$ cat src/hdl/mbps_pkg.sv
// shared types and constants for the masked byte pattern scanner
// no dependencies; imported by every module of the block

package mbps_pkg;

  localparam int DEF_MAX_PATTERN_BYTES = 32;
  localparam int DEF_OFFSET_BITS       = 32;

  // pattern register file holds 32 bytes
  localparam int PATTERN_REG_BYTES = 32;
  localparam int PATTERN_BITS      = PATTERN_REG_BYTES * 8;
  localparam int LEN_W             = 6;
  localparam int OCC_W             = 16;
  localparam int OUT_OFFSET_W      = 32;
  localparam int CFG_INDEX_W       = 3;
  localparam int CFG_DATA_W        = 64;

  // queue between the compare front and the counting back
  localparam int QUEUE_DEPTH = 4;
  localparam int QPTR_W      = $clog2(QUEUE_DEPTH);
  localparam int QCNT_W      = $clog2(QUEUE_DEPTH + 1);

  // configuration register indexes
  localparam logic [CFG_INDEX_W-1:0] REG_PATTERN_0     = 3'd0;
  localparam logic [CFG_INDEX_W-1:0] REG_PATTERN_1     = 3'd1;
  localparam logic [CFG_INDEX_W-1:0] REG_PATTERN_2     = 3'd2;
  localparam logic [CFG_INDEX_W-1:0] REG_PATTERN_3     = 3'd3;
  localparam logic [CFG_INDEX_W-1:0] REG_CARE_MASK     = 3'd4;
  localparam logic [CFG_INDEX_W-1:0] REG_PATTERN_LEN   = 3'd5;
  localparam logic [CFG_INDEX_W-1:0] REG_TARGET_OCC    = 3'd6;

  // one classified byte, as handed from front to back
  typedef struct packed {
    logic                    hit;
    logic                    last;
    logic [OUT_OFFSET_W-1:0] start;
  } mbps_item_t;

endpackage

$ cat src/hdl/mbps_front.sv
// front part: accepts bytes, shifts the window and runs the masked compare
// depends on mbps_pkg

module mbps_front #(
  parameter int MAX_PATTERN_BYTES = mbps_pkg::DEF_MAX_PATTERN_BYTES,
  parameter int OFFSET_BITS       = mbps_pkg::DEF_OFFSET_BITS
) (
  input  logic                            clk,
  input  logic                            rst_n,
  input  logic                            in_valid,
  output logic                            in_ready,
  input  logic [7:0]                      in_data_byte,
  input  logic                            in_last_byte,
  input  logic [mbps_pkg::PATTERN_BITS-1:0] pattern,
  input  logic [31:0]                     care_mask,
  input  logic [mbps_pkg::LEN_W-1:0]      pattern_length,
  input  logic [mbps_pkg::QCNT_W-1:0]     queue_count,
  output logic                            push_valid,
  output mbps_pkg::mbps_item_t            push_item
);
  import mbps_pkg::*;

  localparam int CMP_BYTES = (PATTERN_REG_BYTES < MAX_PATTERN_BYTES) ?
                             PATTERN_REG_BYTES : MAX_PATTERN_BYTES;
  localparam int FILL_W    = $clog2(MAX_PATTERN_BYTES + 1);
  localparam int CW        = (FILL_W > LEN_W) ? FILL_W : LEN_W;
  localparam logic [FILL_W-1:0] FILL_MAX = FILL_W'(MAX_PATTERN_BYTES);
  localparam logic [LEN_W-1:0]  LEN_CAP  = LEN_W'(CMP_BYTES);

  logic [7:0]             win_r [MAX_PATTERN_BYTES];
  logic [FILL_W-1:0]      fill_r, fill_inc;
  logic [OFFSET_BITS-1:0] pos_r;

  logic                   s1_valid_r;
  logic                   s1_last_r;
  logic [FILL_W-1:0]      s1_fill_r;
  logic [OFFSET_BITS-1:0] s1_pos_r;

  // pattern aligned to the newest window byte, refreshed every cycle
  logic [7:0]             al_pat_r  [CMP_BYTES];
  logic [CMP_BYTES-1:0]   al_care_r;
  logic [LEN_W-1:0]       len_r;
  logic [LEN_W-1:0]       len_eff;

  logic                   accept;
  logic [CMP_BYTES-1:0]   miss;
  logic                   win_ok;
  logic [OFFSET_BITS-1:0] start;
  logic [OFFSET_BITS+OUT_OFFSET_W-1:0] start_ext;

  assign accept   = in_valid && in_ready;
  assign in_ready = ((QCNT_W+1)'(queue_count) + (QCNT_W+1)'(s1_valid_r))
                    < (QCNT_W+1)'(QUEUE_DEPTH);
  assign fill_inc = (fill_r == FILL_MAX) ? fill_r : fill_r + 1'b1;

  always_comb begin
    len_eff = pattern_length;
    if (len_eff == '0) begin
      len_eff = LEN_W'(1);
    end
    if (len_eff > LEN_CAP) begin
      len_eff = LEN_CAP;
    end
  end

  always_ff @(posedge clk) begin
    for (int j = 0; j < CMP_BYTES; j++) begin
      logic [LEN_W-1:0] k;
      k = len_eff - LEN_W'(1) - LEN_W'(j);
      al_pat_r[j]  <= pattern[{k[4:0], 3'b000} +: 8];
      al_care_r[j] <= (LEN_W'(j) < len_eff) && care_mask[k[4:0]];
    end
    len_r <= len_eff;
  end

  // byte window and section counters
  always_ff @(posedge clk) begin
    if (accept) begin
      for (int i = 0; i < MAX_PATTERN_BYTES - 1; i++) begin
        win_r[i] <= win_r[i+1];
      end
      win_r[MAX_PATTERN_BYTES-1] <= in_data_byte;
      s1_last_r <= in_last_byte;
      s1_fill_r <= fill_inc;
      s1_pos_r  <= pos_r;
    end
  end

  always_ff @(posedge clk) begin
    if (!rst_n) begin
      fill_r     <= '0;
      pos_r      <= '0;
      s1_valid_r <= 1'b0;
    end else begin
      s1_valid_r <= accept;
      if (accept) begin
        if (in_last_byte) begin
          fill_r <= '0;
          pos_r  <= '0;
        end else begin
          fill_r <= fill_inc;
          pos_r  <= pos_r + 1'b1;
        end
      end
    end
  end

  // masked compare of the newest bytes
  always_comb begin
    for (int j = 0; j < CMP_BYTES; j++) begin
      miss[j] = al_care_r[j] && (win_r[MAX_PATTERN_BYTES-1-j] != al_pat_r[j]);
    end
  end

  assign win_ok    = (CW'(s1_fill_r) >= CW'(len_r)) && (miss == '0);
  assign start     = s1_pos_r + OFFSET_BITS'(1) - OFFSET_BITS'(len_r);
  assign start_ext = {{OUT_OFFSET_W{1'b0}}, start};

  assign push_valid      = s1_valid_r;
  assign push_item.hit   = win_ok;
  assign push_item.last  = s1_last_r;
  assign push_item.start = start_ext[OUT_OFFSET_W-1:0];

endmodule

$ cat src/hdl/mbps_queue.sv
// short queue of classified bytes between front and back
// depends on mbps_pkg

module mbps_queue (
  input  logic                        clk,
  input  logic                        rst_n,
  input  logic                        push,
  input  mbps_pkg::mbps_item_t        push_item,
  input  logic                        pop,
  output logic                        not_empty,
  output mbps_pkg::mbps_item_t        head,
  output logic [mbps_pkg::QCNT_W-1:0] count
);
  import mbps_pkg::*;

  mbps_item_t        slot_r [QUEUE_DEPTH];
  logic [QPTR_W-1:0] wr_ptr_r, rd_ptr_r;
  logic [QCNT_W-1:0] count_r;

  assign not_empty = (count_r != '0);
  assign head      = slot_r[rd_ptr_r];
  assign count     = count_r;

  always_ff @(posedge clk) begin
    if (push) begin
      slot_r[wr_ptr_r] <= push_item;
    end
  end

  always_ff @(posedge clk) begin
    if (!rst_n) begin
      wr_ptr_r <= '0;
      rd_ptr_r <= '0;
      count_r  <= '0;
    end else begin
      if (push) begin
        wr_ptr_r <= wr_ptr_r + 1'b1;
      end
      if (pop) begin
        rd_ptr_r <= rd_ptr_r + 1'b1;
      end
      case ({push, pop})
        2'b10:   count_r <= count_r + 1'b1;
        2'b01:   count_r <= count_r - 1'b1;
        default: count_r <= count_r;
      endcase
    end
  end

endmodule

$ cat src/hdl/mbps_back.sv
// back part: counts matches, decides found or not-found, holds the result
// depends on mbps_pkg

module mbps_back (
  input  logic                                clk,
  input  logic                                rst_n,
  input  logic                                not_empty,
  input  mbps_pkg::mbps_item_t                head,
  output logic                                pop,
  input  logic [mbps_pkg::OCC_W-1:0]          target_occurrence,
  output logic                                out_valid,
  input  logic                                out_ready,
  output logic                                out_found,
  output logic [mbps_pkg::OUT_OFFSET_W-1:0]   out_match_offset
);
  import mbps_pkg::*;

  logic [OCC_W-1:0]        seen_r, seen_nxt;
  logic                    rep_r, rep_nxt;
  logic                    out_valid_r, out_valid_nxt;
  logic                    found_r;
  logic [OUT_OFFSET_W-1:0] offset_r;
  logic                    hit, emit_found, emit_none;

  assign pop        = not_empty && (!out_valid_r || out_ready);
  assign hit        = !rep_r && head.hit;
  assign emit_found = hit && (seen_r == target_occurrence);
  assign emit_none  = head.last && !rep_r && !emit_found;

  always_comb begin
    seen_nxt      = seen_r;
    rep_nxt       = rep_r;
    out_valid_nxt = out_valid_r && !out_ready;
    if (pop) begin
      if (hit && !emit_found && (seen_r != {OCC_W{1'b1}})) begin
        seen_nxt = seen_r + 1'b1;
      end
      rep_nxt = rep_r || emit_found;
      if (head.last) begin
        seen_nxt = '0;
        rep_nxt  = 1'b0;
      end
      if (emit_found || emit_none) begin
        out_valid_nxt = 1'b1;
      end
    end
  end

  always_ff @(posedge clk) begin
    if (pop && (emit_found || emit_none)) begin
      found_r  <= emit_found;
      offset_r <= emit_found ? head.start : '0;
    end
  end

  always_ff @(posedge clk) begin
    if (!rst_n) begin
      seen_r      <= '0;
      rep_r       <= 1'b0;
      out_valid_r <= 1'b0;
    end else begin
      seen_r      <= seen_nxt;
      rep_r       <= rep_nxt;
      out_valid_r <= out_valid_nxt;
    end
  end

  assign out_valid        = out_valid_r;
  assign out_found        = found_r;
  assign out_match_offset = offset_r;

endmodule

$ cat src/hdl/masked_byte_pattern_scan.sv
// top level of the masked byte pattern scanner: config registers and wiring
// depends on mbps_pkg, mbps_front, mbps_queue, mbps_back
//
//  channel | signals                                   | direction
//  --------+-------------------------------------------+----------
//  in      | in_valid/in_ready, in_data_byte, in_last_byte | sink
//  out     | out_valid/out_ready, out_found, out_match_offset | source
//  cfg     | cfg_valid/cfg_ready, cfg_index, cfg_data  | sink
//
// one byte per cycle sustained while the output keeps up; the window shifts at
// the byte's transfer edge, the compare result enters the queue at the next
// edge, and the result register loads when the back pops the deciding entry,
// which output stalls and older queued entries can delay; the queue absorbs
// output stalls, and in_ready drops only once the queue and compare stage hold
// QUEUE_DEPTH bytes; reset is synchronous and no clearing pass is needed
// cfg_ready is always high and writes are registered; the aligned compare copy
// of pattern and length is registered from them at the following edge

module masked_byte_pattern_scan #(
  parameter int MAX_PATTERN_BYTES = mbps_pkg::DEF_MAX_PATTERN_BYTES,
  parameter int OFFSET_BITS       = mbps_pkg::DEF_OFFSET_BITS
) (
  input  logic                                clk,
  input  logic                                rst_n,
  input  logic                                in_valid,
  output logic                                in_ready,
  input  logic [7:0]                          in_data_byte,
  input  logic                                in_last_byte,
  output logic                                out_valid,
  input  logic                                out_ready,
  output logic                                out_found,
  output logic [mbps_pkg::OUT_OFFSET_W-1:0]   out_match_offset,
  input  logic                                cfg_valid,
  output logic                                cfg_ready,
  input  logic [mbps_pkg::CFG_INDEX_W-1:0]    cfg_index,
  input  logic [mbps_pkg::CFG_DATA_W-1:0]     cfg_data
);
  import mbps_pkg::*;

  // configuration registers
  logic [PATTERN_BITS-1:0] pattern_r;
  logic [31:0]             care_r;
  logic [LEN_W-1:0]        len_r;
  logic [OCC_W-1:0]        target_r;

  // front to queue to back
  logic                    push_valid;
  mbps_item_t              push_item;
  logic                    q_not_empty;
  mbps_item_t              q_head;
  logic [QCNT_W-1:0]       q_count;
  logic                    q_pop;

  assign cfg_ready = 1'b1;

  // register writes; unknown indexes are dropped
  always_ff @(posedge clk) begin
    if (!rst_n) begin
      pattern_r <= '0;
      care_r    <= '1;
      len_r     <= LEN_W'(1);
      target_r  <= '0;
    end else if (cfg_valid && cfg_ready) begin
      case (cfg_index)
        REG_PATTERN_0:   pattern_r[0*CFG_DATA_W +: CFG_DATA_W] <= cfg_data;
        REG_PATTERN_1:   pattern_r[1*CFG_DATA_W +: CFG_DATA_W] <= cfg_data;
        REG_PATTERN_2:   pattern_r[2*CFG_DATA_W +: CFG_DATA_W] <= cfg_data;
        REG_PATTERN_3:   pattern_r[3*CFG_DATA_W +: CFG_DATA_W] <= cfg_data;
        REG_CARE_MASK:   care_r   <= cfg_data[31:0];
        REG_PATTERN_LEN: len_r    <= cfg_data[LEN_W-1:0];
        REG_TARGET_OCC:  target_r <= cfg_data[OCC_W-1:0];
        default: ;
      endcase
    end
  end

  // window shift and masked compare
  mbps_front #(
    .MAX_PATTERN_BYTES (MAX_PATTERN_BYTES),
    .OFFSET_BITS       (OFFSET_BITS)
  ) u_front (
    .clk            (clk),
    .rst_n          (rst_n),
    .in_valid       (in_valid),
    .in_ready       (in_ready),
    .in_data_byte   (in_data_byte),
    .in_last_byte   (in_last_byte),
    .pattern        (pattern_r),
    .care_mask      (care_r),
    .pattern_length (len_r),
    .queue_count    (q_count),
    .push_valid     (push_valid),
    .push_item      (push_item)
  );

  // decouples compare from result stalls
  mbps_queue u_queue (
    .clk       (clk),
    .rst_n     (rst_n),
    .push      (push_valid),
    .push_item (push_item),
    .pop       (q_pop),
    .not_empty (q_not_empty),
    .head      (q_head),
    .count     (q_count)
  );

  // occurrence counting and result register
  mbps_back u_back (
    .clk               (clk),
    .rst_n             (rst_n),
    .not_empty         (q_not_empty),
    .head              (q_head),
    .pop               (q_pop),
    .target_occurrence (target_r),
    .out_valid         (out_valid),
    .out_ready         (out_ready),
    .out_found         (out_found),
    .out_match_offset  (out_match_offset)
  );

endmodule
$ cat config.mk
export PLATFORM = sky130hd
export DESIGN_NAME = masked_byte_pattern_scan
export DESIGN_NICKNAME = d
export VERILOG_FILES = /design/src/hdl/mbps_pkg.sv /design/src/hdl/mbps_front.sv /design/src/hdl/mbps_queue.sv /design/src/hdl/mbps_back.sv /design/src/hdl/masked_byte_pattern_scan.sv
export SDC_FILE = /design/constraint.sdc
export NUM_CORES = 2
export LEC_CHECK = 0
export BUFFER_PORTS_ARGS = -buffer_cell sky130_fd_sc_hd__buf_2
export CAP_MARGIN = 20
export CELL_PAD_IN_SITES_DETAIL_PLACEMENT = 1
export CELL_PAD_IN_SITES_GLOBAL_PLACEMENT = 1
export CORE_ASPECT_RATIO = 1.25
export CORE_MARGIN = 10
export CORE_UTILIZATION = 40
export DETAILED_ROUTE_END_ITERATION = 8
export HOLD_SLACK_MARGIN = 0.1
export PLACE_DENSITY_LB_ADDON = 0.12
export SYNTH_ARGS = -nofsm -noshare
export SYNTH_HDL_FRONTEND = slang
export SYNTH_SLANG_ARGS = --single-unit
export TNS_END_PERCENT = 50
$ cat constraint.sdc
create_clock -name clk -period 15.3 [get_ports clk]
set_clock_uncertainty 0.2 [all_clocks]
set_input_delay 3.06 -clock clk [delete_from_list [all_inputs] [get_ports clk]]
set_output_delay 3.06 -clock clk [all_outputs]
set_load 0.05 [all_outputs]
==> flow_metrics.env <==
export IMPL_outcome="finished, final reports clean"
export IMPL_worst_pin_slew_ns=1.22
export IMPL_die_area_um2=160000
export IMPL_pwr_density_cell_nw_per_um2=133
export IMPL_synth_fa_ha_area_frac=0.0124
export IMPL_fin_crit_ns=5.91
export IMPL_arrival_ns=6.09
export IMPL_cts_post_setup_buffers_inserted=0
export IMPL_required_ns=15.48
export IMPL_post_route_period_util=0.386
export IMPL_leakage_nw=23.5
export IMPL_hold_path_depth=0
export IMPL_grt_start_max_net_pins=116
export IMPL_hold_viol=0
export IMPL_wl_met2_um=98700
export IMPL_cts_sinks=1134
export IMPL_dp_hpwl_um=162000
export IMPL_setup_slack_ns=9.39
export IMPL_path_class="input port to flop"
export IMPL_place_port_buffers=115
export IMPL_r2r_end="u_front.al_pat_r[0][114]"
export IMPL_power_total_mw=8.50
export IMPL_reg2reg_depth=9
export IMPL_cts_hold_buf=0
export IMPL_max_freq_mhz=169
export IMPL_grt_pass1_vias=40600
export IMPL_cp_startpoint="in_valid"
export IMPL_dp_cells=6640
export IMPL_rsz0062_at_grt="no"
export IMPL_async_reset_ff_frac=0
export IMPL_cap_violations=0
export IMPL_yosys_warnings=0
export IMPL_ir_worst_vdd_uv=104
export IMPL_clk_latency_ns=0.80
export IMPL_clockBufferDepth=3
export IMPL_start_util=0.403
export IMPL_drc_errors=0
export IMPL_hp_class="flop to flop"
export IMPL_drt_iter0_markers=3298
export IMPL_synth_compound_area_frac=0.110
export IMPL_slew_viol_final=0
export IMPL_top_layer_used="met5"
export IMPL_routed_wirelength_um=210000
export IMPL_fin_util=0.447
export IMPL_cts_buffers_inserted=120
export IMPL_startpoint_type="input port"
export IMPL_critPathCaptureType="flop"
export IMPL_fin_nets=5016
export IMPL_post_place_ws_ns=8.63
export IMPL_post_cts_resize_count=0
export IMPL_synth_area_per_cell_um2=11.8
export IMPL_crit_end="u_front.win_r[1][77]"
export IMPL_dieHeight_um=444
export IMPL_synth_edf_count=464
export IMPL_io_pins=117
export IMPL_muxShareOfSynthArea=0.214
export IMPL_htreeDepth=3
export IMPL_design_area_um2=63800
export IMPL_clkTransAtPathRegs_ns=0.07
export IMPL_grt_pass1_wl_um=298000
export IMPL_reg2reg_slack_ns=9.53
export IMPL_routed_via_density=5.93
export IMPL_synth_area_um2=57600
export IMPL_drt_met1_wl_um=88600
export IMPL_placed_area_um2=59700
export IMPL_cts_root_buf="clkbuf_16"
export IMPL_grt_usage=0.256
export IMPL_hold_slack_ns=0.244
export IMPL_vias=40800
export IMPL_area_growth_pct=10.8
export IMPL_synth_simple_area_share=0.0950
export IMPL_synth_cells=4886
export IMPL_slew_headroom=0.189
export IMPL_grt_antenna_before_repair=13
export IMPL_syn_nets=5023
export IMPL_rr_startpoint="len_r[5]"
export IMPL_synth_cell_types=81
export IMPL_setup_viol=0
export IMPL_ys_ff_latch=1134
export IMPL_fin_tns_setup_ns=0
export IMPL_routed_wl_met3_um=11100
export IMPL_yosysSeqAreaShare=0.475
export IMPL_row_count=155
export IMPL_ant_nets=0
export IMPL_synth_top_family_by_area="multiplexers"
export IMPL_final_layout_size_suffix_gt1_frac=0.176
export IMPL_finalNonFillerCells=6876
export IMPL_ys_flop_type="dfxtp_1"
export IMPL_cp_max_fo=84
export IMPL_drt_first_pass_iters=7
export IMPL_gp_congestion=0.958
export IMPL_wl_per_cell_um=30.5
export IMPL_synth_xor_area_share=0.0614
export IMPL_die_x_um=359
export IMPL_gr_total_overflow=0
export IMPL_cts_tree="yes"
export IMPL_core_area_um2=143000
[worst min path at each step]
| stage | from | endpoint | slack [ns] |
|---|---|---|---|
| 3_3_place_gp | u_front.pos_r[31] | u_front.s1_pos_r[31] | 0.24 |
| 2_1_floorplan | u_front.pos_r[31] | u_front.s1_pos_r[31] | 0.22 |
| 6_report | u_front.win_r[1][95] | u_front.win_r[1][87] | 0.24 |
| 4_1_cts | u_front.win_r[1][95] | u_front.win_r[1][87] | 0.23 |
| 5_1_grt | u_front.win_r[1][95] | u_front.win_r[1][87] | 0.23 |
| 3_5_place_dp | u_front.pos_r[31] | u_front.s1_pos_r[31] | 0.24 |
[synthesized netlist by cell type, types with 17 or more instances]
cell type / number / area [µm²]
mux2_2: 85 / 957
clkbuf_1: 182 / 683
a21boi_0: 279 / 2090
a22o_1: 129 / 1130
o21ai_0: 58 / 290
mux2i_1: 397 / 3970
nand4_1: 87 / 544
nor2b_1: 57 / 357
a221oi_1: 108 / 946
xnor2_1: 300 / 2630
buf_4: 17 / 128
buf_6: 24 / 270
nor3_1: 28 / 140
nand3_1: 71 / 355
edfxtp_1: 464 / 13900
xor2_1: 52 / 455
a21oi_1: 124 / 621
buf_2: 79 / 395
nor2_1: 132 / 495
a22oi_1: 66 / 495
mux4_2: 320 / 7210
nand2_1: 782 / 2940
a211oi_1: 25 / 188
inv_1: 89 / 334
ha_1: 54 / 676
dfxtp_1: 670 / 13400
[placed cells by master (no fill, tap or decap), types with 24 or more instances in the layout]
| master | Yosys | layout |
|---|---|---|
| inv_1 | 89 | 89 |
| a21oi_1 | 124 | 124 |
| mux2i_1 | 397 | 397 |
| nor2b_1 | 57 | 57 |
| xnor2_1 | 300 | 300 |
| a221oi_1 | 108 | 108 |
| mux4_2 | 320 | 320 |
| dfxtp_1 | 670 | 668 |
| a22o_1 | 129 | 129 |
| buf_4 | 17 | 62 |
| edfxtp_1 | 464 | 464 |
| nand2_1 | 782 | 778 |
| nand4_1 | 87 | 87 |
| xor2_1 | 52 | 52 |
| o21ai_0 | 58 | 58 |
| a211oi_1 | 25 | 24 |
| nor2_1 | 132 | 111 |
| a21boi_0 | 279 | 279 |
| buf_2 | 79 | 114 |
| clkbuf_16 | 0 | 122 |
| nand3_1 | 71 | 70 |
| nor3_1 | 28 | 26 |
| a22oi_1 | 66 | 66 |
| ha_1 | 54 | 53 |
| mux2_2 | 85 | 85 |
[final cells by class]
class / instances / area, µm²
tap: 1884 / 2360
timing repair buffer: 180 / 1100
sequential: 1134 / 27300
inverter: 95 / 379
clock buffer: 172 / 3480
clock inverter: 57 / 591
fill: 15000 / 79100
antenna: 6 / 15.0
multi-input combinational: 3348 / 28600
[routing by layer]
layer	track usage	up-vias
li1	-	18200
met1	0.333	21100
met2	0.417	1255
met3	0.0330	289
met4	0.129	2
met5	0	-
[power breakdown]
group | internal (mW) | leakage (nW) | switching [mW]
Sequential | 3.60 | 9.89 | 0.216
Combinational | 0.582 | 11.6 | 1.10
Clock | 1.68 | 2.01 | 1.33
[worst max-delay path, stage by stage]
cell and delay [ns]:
buf_2 0.12, nand2_1 0.31, inv_8 0.54, buf_4 0.89
buf_4 0.96
[flip-flops by register name, indices dropped and copies added (netlist names), 2 cells and up, named ones only]
name,cells
u_front.al_pat_r,256
u_front.win_r,256
u_queue.wr_ptr_r,2
u_front.fill_r,6
u_queue.count,3
u_front.s1_fill_r,6
pattern_r,256
u_back.seen_r,16
u_queue.rd_ptr_r,2
u_front.pos_r,32
u_front.al_care_r,32
u_back.out_match_offset,32
u_queue.slot_r,136
u_front.s1_pos_r,32
care_r,32
target_r,16
len_r,6
u_front.len_r,6
[kinds of logic after synthesis]
family | Yosys count
multiplexers | 810
AO/OA/AOI/OAI | 855
flip-flops | 1134
XOR/XNOR | 377
other | 1
buffers and inverters | 404
adder cells (fa/ha/maj) | 56
AND/OR/NAND/NOR | 1249
No activity file was read; power rests on OpenSTA's default activity.
